`src/hdl/edt_pkg.sv`:
```
package edt_pkg;

  // Tone period divider: a fixed 2^20 dividend over a frequency of up to 5000.
  localparam int DIVIDEND_W = 21;
  localparam int DIVISOR_W  = 13;
  localparam logic [DIVIDEND_W-1:0] TONE_CLOCK = 21'd1048576;

  // Result field widths.
  localparam int STAMP_W  = 16;
  localparam int DIST_W   = 11;
  localparam int PERIOD_W = 14;
  localparam int HALF_W   = 13;
  localparam int IN_DATA_W  = 24;
  localparam int OUT_DATA_W = 40;

  // Distance zone limits.
  localparam logic [DIST_W-1:0] D_NEAR     = 11'd10;
  localparam logic [DIST_W-1:0] D_RED      = 11'd30;
  localparam logic [DIST_W-1:0] D_FAR      = 11'd50;
  localparam logic [DIST_W-1:0] D_TONE_MIN = 11'd5;

  // Reciprocal of 9 scaled by 2^19, exact for dividends below 74898.
  localparam logic [15:0] RECIP_9 = 16'd58255;
  localparam int RECIP_SHIFT = 19;

  typedef enum logic [2:0] {
    ST_IDLE,
    ST_DIST,
    ST_FREQ,
    ST_START,
    ST_DIV,
    ST_DONE
  } edt_state_t;

  // Status of the period divider as seen by the sequencer.
  typedef struct packed {
    logic busy;
    logic done;
  } edt_div_stat_t;

  // Tone frequency 1000*k/9 for a curve step k of 0 to 45.
  function automatic logic [DIVISOR_W-1:0] tone_freq(input logic [5:0] k);
    logic [15:0] scaled;
    logic [31:0] prod;
    begin
      scaled = ({10'd0, k} << 10) - ({10'd0, k} << 4) - ({10'd0, k} << 3);
      prod   = {16'd0, scaled} * {16'd0, RECIP_9};
      tone_freq = prod[RECIP_SHIFT +: DIVISOR_W];
    end
  endfunction

endpackage

```
`src/hdl/edt_divider.sv`:
```
module edt_divider (
  input  logic                          clk,
  input  logic                          rst_n,
  input  logic                          start,
  input  logic [edt_pkg::DIVISOR_W-1:0] divisor,
  output edt_pkg::edt_div_stat_t        stat,
  output logic [edt_pkg::DIVIDEND_W-1:0] quotient
);
  import edt_pkg::*;

  localparam int CNT_W = $clog2(DIVIDEND_W + 1);

  logic                  busy_r, busy_nxt;
  logic [CNT_W-1:0]      cnt_r, cnt_nxt;
  logic [DIVISOR_W-1:0]  rem_r, rem_nxt;
  logic [DIVIDEND_W-1:0] quo_r, quo_nxt;
  logic [DIVISOR_W-1:0]  div_r, div_nxt;
  logic [DIVISOR_W:0]    trial;
  logic [DIVISOR_W:0]    diff;
  logic                  fits;

  // One restoring step: bring down the next dividend bit and try a subtract.
  assign trial = {rem_r, quo_r[DIVIDEND_W-1]};
  assign diff  = trial - {1'b0, div_r};
  assign fits  = trial >= {1'b0, div_r};

  always_comb begin
    busy_nxt = busy_r;
    cnt_nxt  = cnt_r;
    rem_nxt  = rem_r;
    quo_nxt  = quo_r;
    div_nxt  = div_r;
    if (start) begin
      busy_nxt = 1'b1;
      cnt_nxt  = CNT_W'(DIVIDEND_W);
      rem_nxt  = '0;
      quo_nxt  = TONE_CLOCK;
      div_nxt  = divisor;
    end else if (busy_r) begin
      rem_nxt = fits ? diff[DIVISOR_W-1:0] : trial[DIVISOR_W-1:0];
      quo_nxt = {quo_r[DIVIDEND_W-2:0], fits};
      cnt_nxt = cnt_r - 1'b1;
      if (cnt_r == CNT_W'(1)) begin
        busy_nxt = 1'b0;
      end
    end
  end

  always_ff @(posedge clk) begin
    if (!rst_n) begin
      busy_r <= 1'b0;
      cnt_r  <= '0;
    end else begin
      busy_r <= busy_nxt;
      cnt_r  <= cnt_nxt;
    end
    rem_r <= rem_nxt;
    quo_r <= quo_nxt;
    div_r <= div_nxt;
  end

  // Done is the cycle whose step writes the last quotient bit.
  assign stat.busy = busy_r;
  assign stat.done = busy_r && (cnt_r == CNT_W'(1));
  assign quotient  = quo_nxt;

endmodule

```
`src/hdl/echo_distance_to_tone.sv`:
```
// Sequence: a rising capture is absorbed at acceptance; a falling capture steps through
// ST_DIST, ST_FREQ, ST_START, ST_DIV (skipped when the tone is silent) and ST_DONE.
// Input is held off until the result item is loaded, so echo pairs are paced by the 21-step
// restoring divider that computes the tone period.
// Reset (rst_n low, synchronous) expects a rising capture next and clears the
// stored stamp and all handshake state.
module echo_distance_to_tone (
  input  logic                               clk,
  input  logic                               rst_n,
  input  logic                               in_tvalid,
  output logic                               in_tready,
  // [15:0] capture_count, [16] switch_one_closed, [17] switch_two_closed
  input  logic [edt_pkg::IN_DATA_W-1:0]      in_tdata,
  output logic                               out_tvalid,
  input  logic                               out_tready,
  // [10:0] distance, [11] red_led, [12] green_led, [26:13] tone_period,
  // [39:27] tone_half_period
  output logic [edt_pkg::OUT_DATA_W-1:0]     out_tdata
);
  import edt_pkg::*;

  edt_state_t state_r, state_nxt;

  logic                  awaiting_r, awaiting_nxt;
  logic [STAMP_W-1:0]    rise_r, rise_nxt;
  logic [STAMP_W-1:0]    width_r, width_nxt;
  logic                  curve_r, curve_nxt;
  logic [DIST_W-1:0]     dist_r, dist_nxt;
  logic                  red_r, red_nxt;
  logic                  green_r, green_nxt;
  logic [DIVISOR_W-1:0]  freq_r, freq_nxt;
  logic [PERIOD_W-1:0]   period_r, period_nxt;
  logic                  out_valid_r, out_valid_nxt;
  logic [OUT_DATA_W-1:0] out_data_r, out_data_nxt;

  logic                  in_acc;
  logic                  div_start;
  logic                  load_out;
  edt_div_stat_t         div_stat;
  logic [DIVIDEND_W-1:0] div_quo;
  logic [20:0]           width17;
  logic [DIST_W-1:0]     step;
  logic                  in_tone;

  // Period divider.
  edt_divider u_div (
    .clk      (clk),
    .rst_n    (rst_n),
    .start    (div_start),
    .divisor  (freq_r),
    .stat     (div_stat),
    .quotient (div_quo)
  );

  assign in_acc = in_tvalid && in_tready;

  // Next state.
  always_comb begin
    state_nxt = state_r;
    case (state_r)
      ST_IDLE: begin
        if (in_acc && awaiting_r) begin
          state_nxt = ST_DIST;
        end
      end
      ST_DIST:  state_nxt = ST_FREQ;
      ST_FREQ:  state_nxt = ST_START;
      ST_START: state_nxt = (freq_r == '0) ? ST_DONE : ST_DIV;
      ST_DIV: begin
        if (div_stat.done) begin
          state_nxt = ST_DONE;
        end
      end
      ST_DONE: begin
        if (!out_valid_r || out_tready) begin
          state_nxt = ST_IDLE;
        end
      end
      default: state_nxt = ST_IDLE;
    endcase
  end

  // Sequencer outputs.
  always_comb begin
    in_tready = 1'b0;
    div_start = 1'b0;
    load_out  = 1'b0;
    case (state_r)
      ST_IDLE:  in_tready = 1'b1;
      ST_START: div_start = (freq_r != '0);
      ST_DONE:  load_out  = !out_valid_r || out_tready;
      default: begin
        in_tready = 1'b0;
      end
    endcase
  end

  // Capture pairing: a rising stamp is kept, a falling one yields the width.
  always_comb begin
    awaiting_nxt = awaiting_r;
    rise_nxt     = rise_r;
    width_nxt    = width_r;
    curve_nxt    = curve_r;
    if (in_acc) begin
      awaiting_nxt = !awaiting_r;
      if (!awaiting_r) begin
        rise_nxt = in_tdata[STAMP_W-1:0];
      end else begin
        width_nxt = in_tdata[STAMP_W-1:0] - rise_r;
        curve_nxt = in_tdata[16] || in_tdata[17];
      end
    end
  end

  // Distance is 17*width/1024; zone flags follow from it.
  assign width17 = {1'b0, width_r, 4'd0} + {5'd0, width_r};

  always_comb begin
    dist_nxt  = dist_r;
    red_nxt   = red_r;
    green_nxt = green_r;
    if (state_r == ST_DIST) begin
      dist_nxt  = width17[20:10];
      red_nxt   = width17[20:10] < D_RED;
      green_nxt = (width17[20:10] < D_NEAR) ||
                  ((width17[20:10] >= D_RED) && (width17[20:10] <= D_FAR));
    end
  end

  // Tone frequency on the selected curve, zero outside the tone band.
  assign in_tone = (dist_r >= D_TONE_MIN) && (dist_r <= D_FAR);
  assign step    = curve_r ? (dist_r - D_TONE_MIN) : (D_FAR - dist_r);

  always_comb begin
    freq_nxt = freq_r;
    if (state_r == ST_FREQ) begin
      freq_nxt = in_tone ? tone_freq(step[5:0]) : '0;
    end
  end

  // Period: silent when the frequency is zero, else the divider quotient.
  always_comb begin
    period_nxt = period_r;
    if (state_r == ST_START && freq_r == '0) begin
      period_nxt = '0;
    end else if (state_r == ST_DIV && div_stat.done) begin
      period_nxt = div_quo[PERIOD_W-1:0];
    end
  end

  // Output register holds the item until the downstream side takes it.
  always_comb begin
    out_valid_nxt = out_valid_r;
    out_data_nxt  = out_data_r;
    if (out_valid_r && out_tready) begin
      out_valid_nxt = 1'b0;
    end
    if (load_out) begin
      out_valid_nxt = 1'b1;
      out_data_nxt  = {period_r[PERIOD_W-1:1], period_r, green_r, red_r, dist_r};
    end
  end

  always_ff @(posedge clk) begin
    if (!rst_n) begin
      state_r     <= ST_IDLE;
      awaiting_r  <= 1'b0;
      rise_r      <= '0;
      out_valid_r <= 1'b0;
    end else begin
      state_r     <= state_nxt;
      awaiting_r  <= awaiting_nxt;
      rise_r      <= rise_nxt;
      out_valid_r <= out_valid_nxt;
    end
    width_r    <= width_nxt;
    curve_r    <= curve_nxt;
    dist_r     <= dist_nxt;
    red_r      <= red_nxt;
    green_r    <= green_nxt;
    freq_r     <= freq_nxt;
    period_r   <= period_nxt;
    out_data_r <= out_data_nxt;
  end

  assign out_tvalid = out_valid_r;
  assign out_tdata  = out_data_r;

  // The divider only runs while the sequencer waits for it.
  a_div_owned: assert property (@(posedge clk) disable iff (!rst_n)
    div_stat.busy |-> state_r == ST_DIV)
    else $error("divider busy outside its wait state");

  // A falling capture starts the distance step next cycle.
  a_fall_starts: assert property (@(posedge clk) disable iff (!rst_n)
    (in_acc && awaiting_r) |=> state_r == ST_DIST)
    else $error("falling capture did not start the computation");

  // The duty field is always half of the period field.
  a_half: assert property (@(posedge clk) disable iff (!rst_n)
    out_tvalid |-> out_tdata[39:27] == out_tdata[26:14])
    else $error("half period does not match period");

  // A sounding tone only comes from a distance inside the tone band.
  a_band: assert property (@(posedge clk) disable iff (!rst_n)
    (out_tvalid && out_tdata[26:13] != '0) |->
      (out_tdata[10:0] >= D_TONE_MIN && out_tdata[10:0] <= D_FAR))
    else $error("tone produced outside the tone band");

endmodule
```
`config.mk`:
```
export PLATFORM = sky130hd
export DESIGN_NAME = echo_distance_to_tone
export DESIGN_NICKNAME = d
export VERILOG_FILES = /design/src/hdl/edt_pkg.sv /design/src/hdl/edt_divider.sv /design/src/hdl/echo_distance_to_tone.sv
export SDC_FILE = /design/constraint.sdc
export NUM_CORES = 1
export LEC_CHECK = 0
export BUFFER_PORTS_ARGS = -buffer_cell sky130_fd_sc_hd__buf_2
export CORE_MARGIN = 4
export CORE_UTILIZATION = 50
export DETAILED_ROUTE_END_ITERATION = 7
export HOLD_SLACK_MARGIN = 0.05
export PLACE_DENSITY = 0.68
export RECOVER_POWER = 100
export SLEW_MARGIN = 20
export SYNTH_ARGS = -nofsm -noshare
export SYNTH_HDL_FRONTEND = slang
export SYNTH_SLANG_ARGS = --single-unit
```
`constraint.sdc`:
```
create_clock -name clk -period 9.9 [get_ports clk]
set_input_delay 0.495 -clock clk [delete_from_list [all_inputs] [get_ports clk]]
set_output_delay 0.495 -clock clk [all_outputs]
set_load 0.005 [all_outputs]
```
==> results.toml, run 1 <==
[floorplanning]
io_pins = 70
initial_utilization_pct = 51.2
core_area_um2 = 22800
die_area_um2 = 25800
die_h_um = 161
rows = 55
die_x_um = 161

[drt]
wire_per_inst_um = 14.1
ant_nets = 0
vias = 8160
routed_wirelength_mm = 21.7
drtIter0Drc = 345
drc = 0
firstDrtPassIters = 5
routed_via_density = 5.32

[logic_synthesis]
ys_ff_latch = 158
seq_area_frac_synth_pct = 34.2
synth_cell_types = 74
yosysWarnings = 0
ys.flop_type = "edfxtp_1"
yosysTopAreaCell = "edfxtp_1"
synth_edf_count = 83
syn_inst = 1162
syn_area_um2 = 11700
async_flop_share_pct = 0
syn_area_per_cell_um2 = 10.0
syn_nets = 1402
synth.area.top_cells = "edfxtp_1, ha_1, dfxtp_1, fa_1, inv_1"
synth.top_cell.area_share_pct = 21.4

[placement]
place_hpwl_mm = 17.0
gp_congestion = 0.864
portBuffers = 63

[worst_setup_path]
cp-end-kind = "flop"
startpoint_type = "flop"
ff2ff_setup_slack_ns = 0.68
slowest_delay_ns = 0.58
cp_slowest_cell = "edfxtp_1"
rr_worst_depth = 33
r2r_start = "dist_r[0]$_DFFE_PP_"
rr_endpoint = "freq_r[11]$_SDFFCE_PN0P_"
crit_top_cell = "ha_1"
worstPathArrival_ns = 9.47
required_ns = 10.16
path_class = "flop to flop"
path_max_fanout = 10

[timing]
hold_violations = 0
worst_slew_pin_slew_ns = 1.74
fin_crit_sh_pct = 93.1
hold_ws_ns = 0.327
period_needed_ns = 9.22
fmax_mhz = 109
rsz0062_at_grt = "false"
drv_slew = 28
final.setup.tns_ns = 0
finalSetupViolCount = 0
relSlewSlack_pct = -16.6
finClkSkew_ns = 0.0172

[outcome]
status = "finished, violations left"
violations = "max-capacitance violations, max-slew violations"

[min_path]
hold_class = "primary input to flop"
holdCritStartpoint = "in_tdata[7]"
holdPathEnd = "rise_r[7]$_SDFFE_PN0P_"
holdPathStages = 3

[clock_network]
htreeDepth = 4
cts_buffer_depth = 2
clk_pin_slew_worst_paths_ns = 0.07
cts_hold_buf = 0
worstSkewPairLatency_ns = 0.43
cts_setup_buffers = 0
clkSinkCount = 158
ctsRootBufferMaster = "clkbuf_16"
cts_buffers = 17
cts_tree = "yes"

[grt]
grt_max_degree = 56
grt_use_total_pct = 17.3
grt_pass1_wl_mm = 37.8
grt_pass1_vias = 7963
grt_antenna_before_repair = 0
grt_overflow_total = 0

[layout]
final_common_cell = "ha_1"
fillers = 2001
nets = 1448
area_growth_pct = 9.42
diodes = 0
final_util_pct = 56.0
layout-drive-gt1-share_pct = 8.76
final_cell_mix = "ha_1, inv_1, edfxtp_1"

[flow_run]
cap_violations = 2
[critical path, delay by kind of cell, from the launching register on]
| kind | cells | cell delay, ns |
|---|---|---|
| DFF | 1 | 0.58 |
| adders and majority gates | 9 | 3.41 |
| xor gates and xnor gates | 2 | 0.30 |
| AOI/OAI and AO/OA | 8 | 1.98 |
| buffers and inverters | 5 | 0.55 |
| and+or+nand+nor | 9 | 2.26 |
[repair_timing]
item	in CTS	in global routing
hold endpoints to repair	0	0
endpoints found under the setup margin	0	1
gates resized for setup	0	1
[final cells by class]
| cell class | count | area, µm² | area share (%) |
|---|---|---|---|
| multi-input cells | 831 | 6960 | 54.6 |
| repair buffers | 70 | 340 | 2.67 |
| inverters | 130 | 488 | 3.82 |
| clock inverters | 15 | 159 | 1.25 |
| flip-flops and latches | 158 | 4000 | 31.3 |
| clock buffers | 17 | 425 | 3.33 |
| well taps | 313 | 392 | 3.07 |
[stage by stage]
stage          cells  cell area (µm²)  worst slack (ns)
3_5_place_dp    1502            12200             0.595
5_1_grt         1534            12800            0.0593
4_1_cts         1534            12800             0.554
6_report        1534            12800             0.684
3_3_place_gp    1502            12200             0.732
2_1_floorplan   1162            11700              1.37
[worst max-delay path by stage]
stage,from,to,slack (ns),cells past startpoint
2_1_floorplan,dist_r[0]$_DFFE_PP_,freq_r[11]$_SDFFCE_PN0P_,1.37,33
3_3_place_gp,dist_r[0]$_DFFE_PP_,freq_r[11]$_SDFFCE_PN0P_,0.73,33
3_5_place_dp,dist_r[0]$_DFFE_PP_,freq_r[11]$_SDFFCE_PN0P_,0.59,33
4_1_cts,dist_r[0]$_DFFE_PP_,freq_r[11]$_SDFFCE_PN0P_,0.55,33
5_1_grt,dist_r[0]$_DFFE_PP_,freq_r[11]$_SDFFCE_PN0P_,0.06,33
6_report,dist_r[0]$_DFFE_PP_,freq_r[11]$_SDFFCE_PN0P_,0.68,33
[Yosys cell counts, types with 5 or more instances]
library cell	count
buf_4	13
o211ai_1	7
dfxtp_1	75
nor2_1	81
nand2_1	71
a21oi_1	53
o21ai_0	31
ha_1	171
nor4_1	5
fa_1	41
buf_2	5
a21boi_0	27
inv_1	129
nor2b_1	13
nand2b_1	7
clkbuf_1	21
edfxtp_1	83
a211oi_1	9
a211o_1	6
and2_1	7
o21a_1	12
nor3_1	26
nand3_1	20
a21o_1	16
or3_1	11
mux2i_1	45
a31oi_1	8
xnor2_1	46
xor2_1	33
nand4_1	9
or2_2	9
[per-layer routing]
layer | track usage [%] | part of all wire [%] | wire length, µm | up-vias
li1 | - | - | - | 4160
met1 | 23.0 | 47 | 10200 | 3880
met2 | 29.7 | 49 | 10600 | 100
met3 | 3.26 | 2.9 | 634 | 20
met4 | 3.72 | 1.3 | 274 | 0
met5 | 0 | 0 | 0 | -
[sequential cells by signal (all words and copies together) (netlist names), 3 cells and up]
name         count
dist_r          11
freq_r          13
out_tdata       27
period_r        14
rise_r          16
state_r          3
u_div.cnt_r      5
u_div.div_r     13
u_div.quo_r     21
u_div.rem_r     13
width_r         16
[logic make-up (layout without fill, tap and decap cells)]
| group | Yosys count | after routing | synth area share [%] |
|---|---|---|---|
| xor+xnor | 81 | 81 | 6.31 |
| fa+ha+maj | 212 | 212 | 25.4 |
| buf+inv | 173 | 232 | 6.10 |
| mux | 46 | 46 | 3.96 |
| flops | 158 | 158 | 34.2 |
| compound gates | 209 | 209 | 12.2 |
| simple gates | 283 | 283 | 11.8 |
Power of run 1 is not shown: default switching activity piles up to over one toggle a cycle in this logic, so the estimate is an artifact.
==> inputs of run 2 (changes only) <==
- PLACE_DENSITY: 0.68 -> 0.66
==> results.toml, run 2 (same netlist as run 1, synthesis figures left out) <==
[outcome]
status = "finished, violations left"
violations = "max-capacitance violations, max-slew violations"

[drt]
drc = 0
vias = 8136
routed_wirelength_mm = 22.1
ant_nets = 0
routed_via_density = 5.29
firstDrtPassIters = 4
wire_per_inst_um = 14.4
drtIter0Drc = 382

[timing]
relSlewSlack_pct = -12.9
fin_crit_sh_pct = 94.7
fin_ws_ns = 0.521
final.setup.tns_ns = 0
period_needed_ns = 9.38
rsz0062_at_grt = "false"
fmax_mhz = 107
finClkSkew_ns = 0.0153
drv_slew = 14
hold_violations = 0
worst_slew_pin_slew_ns = 1.69
finalSetupViolCount = 0

[worst_setup_path]
rr_worst_depth = 33
required_ns = 10.14
startpoint_type = "flop"
r2r_start = "dist_r[1]$_DFFE_PP_"
rr_endpoint = "freq_r[11]$_SDFFCE_PN0P_"
path_max_fanout = 8
cp-end-kind = "flop"
crit_top_cell = "ha_1"
cp_slowest_cell = "a2111oi_1"
worstPathArrival_ns = 9.62
slowest_delay_ns = 0.58
startpoint = "dist_r[1]$_DFFE_PP_"
ff2ff_setup_slack_ns = 0.52
path_class = "flop to flop"
critPathCapture = "freq_r[11]$_SDFFCE_PN0P_"

[grt]
grt_use_total_pct = 17.8
grt_overflow_total = 0
grt_pass1_wl_mm = 38.4
grt_max_degree = 56
grt_pass1_vias = 7999
grt_antenna_before_repair = 0

[clock_network]
worstSkewPairLatency_ns = 0.42
cts_tree = "yes"
clk_pin_slew_worst_paths_ns = 0.07
cts_setup_buffers = 0
clkSinkCount = 158
ctsRootBufferMaster = "clkbuf_16"
post_cts_resized = 0
cts_hold_buf = 0
cts_buffers = 17
htreeDepth = 4
cts_buffer_depth = 2

[layout]
multiInputGateArea_um2 = 6960
nets = 1451
final_common_cell = "ha_1"
regArea_um2 = 4000
largest_reg_flops = 27
largest_register = "out_tdata"
final_cell_mix = "ha_1, inv_1, edfxtp_1"
fillers = 2047
diodes = 0
top_regs = "out_tdata: 27 flops, u_div.quo_r: 21 flops"
area_growth_pct = 9.62
layout-drive-gt1-share_pct = 8.91

[placement]
post-place-ws_ns = 0.483
place_hpwl_mm = 17.6
gp_congestion = 0.888
portBuffers = 63

[floorplanning]
die_h_um = 161
rows = 55
core_area_um2 = 22800
io_pins = 70
initial_utilization_pct = 51.2
die_area_um2 = 25800
die_x_um = 161

[min_path]
hold_class = "primary input to flop"

[flow_run]
cap_violations = 1
## run 2: worst min-delay path by stage
stage | startpoint | endpoint | slack, ns | cells after the start
global route | in_tdata[3] | rise_r[3]$_SDFFE_PN0P_ | 0.34 | 3
floorplan | red_r$_DFFE_PP_ | out_tdata[11]$_DFFE_PP_ | 0.40 | 0
CTS | in_tdata[11] | rise_r[11]$_SDFFE_PN0P_ | 0.32 | 3
finish | in_tdata[11] | rise_r[11]$_SDFFE_PN0P_ | 0.33 | 3
global placement | red_r$_DFFE_PP_ | out_tdata[11]$_DFFE_PP_ | 0.41 | 0
detailed placement | period_r[12]$_SDFFE_PP0P_ | out_tdata[38]$_DFFE_PP_ | 0.42 | 0
## run 2: final cells by class
type	count	share of cell area, %
Sequential cell	158	31.2
Tap cell	313	3.06
Inverter	130	3.82
Clock buffer	17	3.33
Multi-Input combinational cell	831	54.4
Clock inverter	15	1.32
Timing Repair Buffer	73	2.81
## run 2: routing by layer
layer  global-route usage (%)  vias to the layer above  part of all wire [%]
met5                        0                        -                     0
met4                     3.45                        0                  0.96
met3                     2.64                       17                   2.7
met2                     28.9                      101                    46
met1                     25.5                     3845                    50
li1                         -                     4173                     -
## run 2: critical path: cells and delay by family (launching register included)
kind                       cells  cell delay, ns
AOI/OAI and AO/OA              8            2.11
DFF                            1            0.53
buffers and inverters          5            0.57
adders and majority gates      9            3.41
and+or+nand+nor                9            2.30
xor gates and xnor gates       2            0.29
## run 2: per-stage QoR
step | hold slack, ns | utilization, % | instances | instance area (µm²)
2_1_floorplan | 0.400 | - | 1162 | 11700
3_3_place_gp | 0.409 | 53.6 | 1502 | 12200
3_5_place_dp | 0.417 | 53.6 | 1502 | 12200
4_1_cts | 0.322 | 56.2 | 1534 | 12800
5_1_grt | 0.337 | 56.1 | 1537 | 12800
6_report | 0.335 | 56.1 | 1537 | 12800
Power of run 2 is left out for the same reason.
==> inputs of run 3 (changes only) <==
- SYNTH_HIERARCHICAL: not set -> 1
==> results.toml, run 3 <==
[layout]
largest_register = "out_tdata"
final_cell_mix = "ha_1, inv_1, nand2_1"
area_growth_pct = 9.37
top_regs = "out_tdata: 27 flops, u_div/quo_r: 21 flops"
layout-drive-gt1-share_pct = 10.0
diodes = 0
nets = 1461
final_common_cell = "ha_1"
fillers = 2055
final_area_um2 = 12800
largest_reg_flops = 27

[outcome]
violations = "max-capacitance violations, max-slew violations"
status = "finished, violations left"

[worst_setup_path]
cp_slowest_cell = "a2111oi_1"
crit_top_cell = "inv_1"
cp-end-kind = "flop"
rr_endpoint = "freq_r[12]$_SDFFCE_PN0P_"
slowest_delay_ns = 0.57
ff2ff_setup_slack_ns = 0.77
required_ns = 10.06
path_class = "flop to flop"
r2r_start = "dist_r[0]$_DFFE_PP_"
path_max_fanout = 7
worstPathArrival_ns = 9.29
rr_worst_depth = 32
critPathCapture = "freq_r[12]$_SDFFCE_PN0P_"
startpoint_type = "flop"
startpoint = "dist_r[0]$_DFFE_PP_"

[floorplanning]
die_area_um2 = 25800
core_area_um2 = 22800
io_pins = 70
die_h_um = 161
initial_utilization_pct = 51.2
rows = 55
die_x_um = 161

[placement]
place_area_um2 = 12200
portBuffers = 63
place_hpwl_mm = 17.6
gp_congestion = 0.901

[grt]
grt_pass1_wl_mm = 38.4
grt_max_degree = 51
grt_overflow_total = 0
grt_antenna_before_repair = 0
grt_use_total_pct = 18.0
grt_pass1_vias = 8112

[drt]
drc = 0
ant_nets = 0
routed_via_density = 5.22
wire_per_inst_um = 14.4
drtIter0Drc = 460
firstDrtPassIters = 4
routed_wirelength_mm = 22.3
vias = 8089

[clock_network]
cts_buffer_depth = 2
cts_tree = "yes"
cts_buffers = 17
clk_pin_slew_worst_paths_ns = 0.08
clkSinkCount = 158
cts_hold_buf = 0
htreeDepth = 4
ctsRootBufferMaster = "clkbuf_16"
worstSkewPairLatency_ns = 0.43
post_cts_resized = 0
cts_setup_buffers = 0

[timing]
worst_slew_pin_slew_ns = 2.33
drv_slew = 108
hold_violations = 0
rsz0062_at_grt = "false"
fin_crit_sh_pct = 92.2
relSlewSlack_pct = -55.3
period_needed_ns = 9.13
fmax_mhz = 110
finalSetupViolCount = 0
finClkSkew_ns = 0.0141
final.setup.tns_ns = 0

[flow_run]
cap_violations = 4

[logic_synthesis]
syn_area_um2 = 11700
syn_nets = 1417
yosysWarnings = 6
syn_area_per_cell_um2 = 9.90
syn_inst = 1179

[min_path]
hold_class = "primary input to flop"
==> run 3: per-layer routing <==
metal,global-route usage (%),part of all wire (%)
met1,23.3,46
met2,30.4,48
met3,3.10,3.6
met4,6.71,2.6
met5,0,0
==> run 3: final cells by class <==
class	instances	area, µm²	area share, %
clock buffers	17	425	3.33
clock inverters	15	169	1.32
well taps	313	392	3.07
inverters	153	574	4.50
repair buffers	66	317	2.48
flip-flops and latches	158	4000	31.3
multi-input cells	827	6890	54.0
==> run 3: worst min path at each step <==
stage	from	to	slack, ns	cells after the start
after global placement	red_r$_DFFE_PP_	out_tdata[11]$_DFFE_PP_	0.41	0
final	in_tdata[7]	rise_r[7]$_SDFFE_PN0P_	0.31	3
after global routing	in_tdata[7]	rise_r[7]$_SDFFE_PN0P_	0.31	3
after floorplan	red_r$_DFFE_PP_	out_tdata[11]$_DFFE_PP_	0.40	0
after detailed placement	red_r$_DFFE_PP_	out_tdata[11]$_DFFE_PP_	0.41	0
after CTS	in_tdata[3]	rise_r[3]$_SDFFE_PN0P_	0.29	3
==> run 3: critical path, delay by kind of cell (launching register included) <==
kind	cells	cell delay [ns]
buffers and inverters	5	0.37
adders and majority gates	8	3.37
and+or+nand+nor	5	1.03
AOI/OAI and AO/OA	9	2.24
DFF	1	0.52
xor gates and xnor gates	5	1.32
==> run 3: metrics by stage <==
stage          std cells  hold slack [ns]  worst slack [ns]  util [%]
4_1_cts             1549            0.292             0.621      56.2
3_5_place_dp        1517            0.410             0.672      53.6
3_3_place_gp        1517            0.410             0.829      53.6
2_1_floorplan       1179            0.400              1.73         -
6_report            1549            0.314             0.772      56.0
5_1_grt             1549            0.309            0.0565      56.0
Power of run 3 is left out for the same reason.
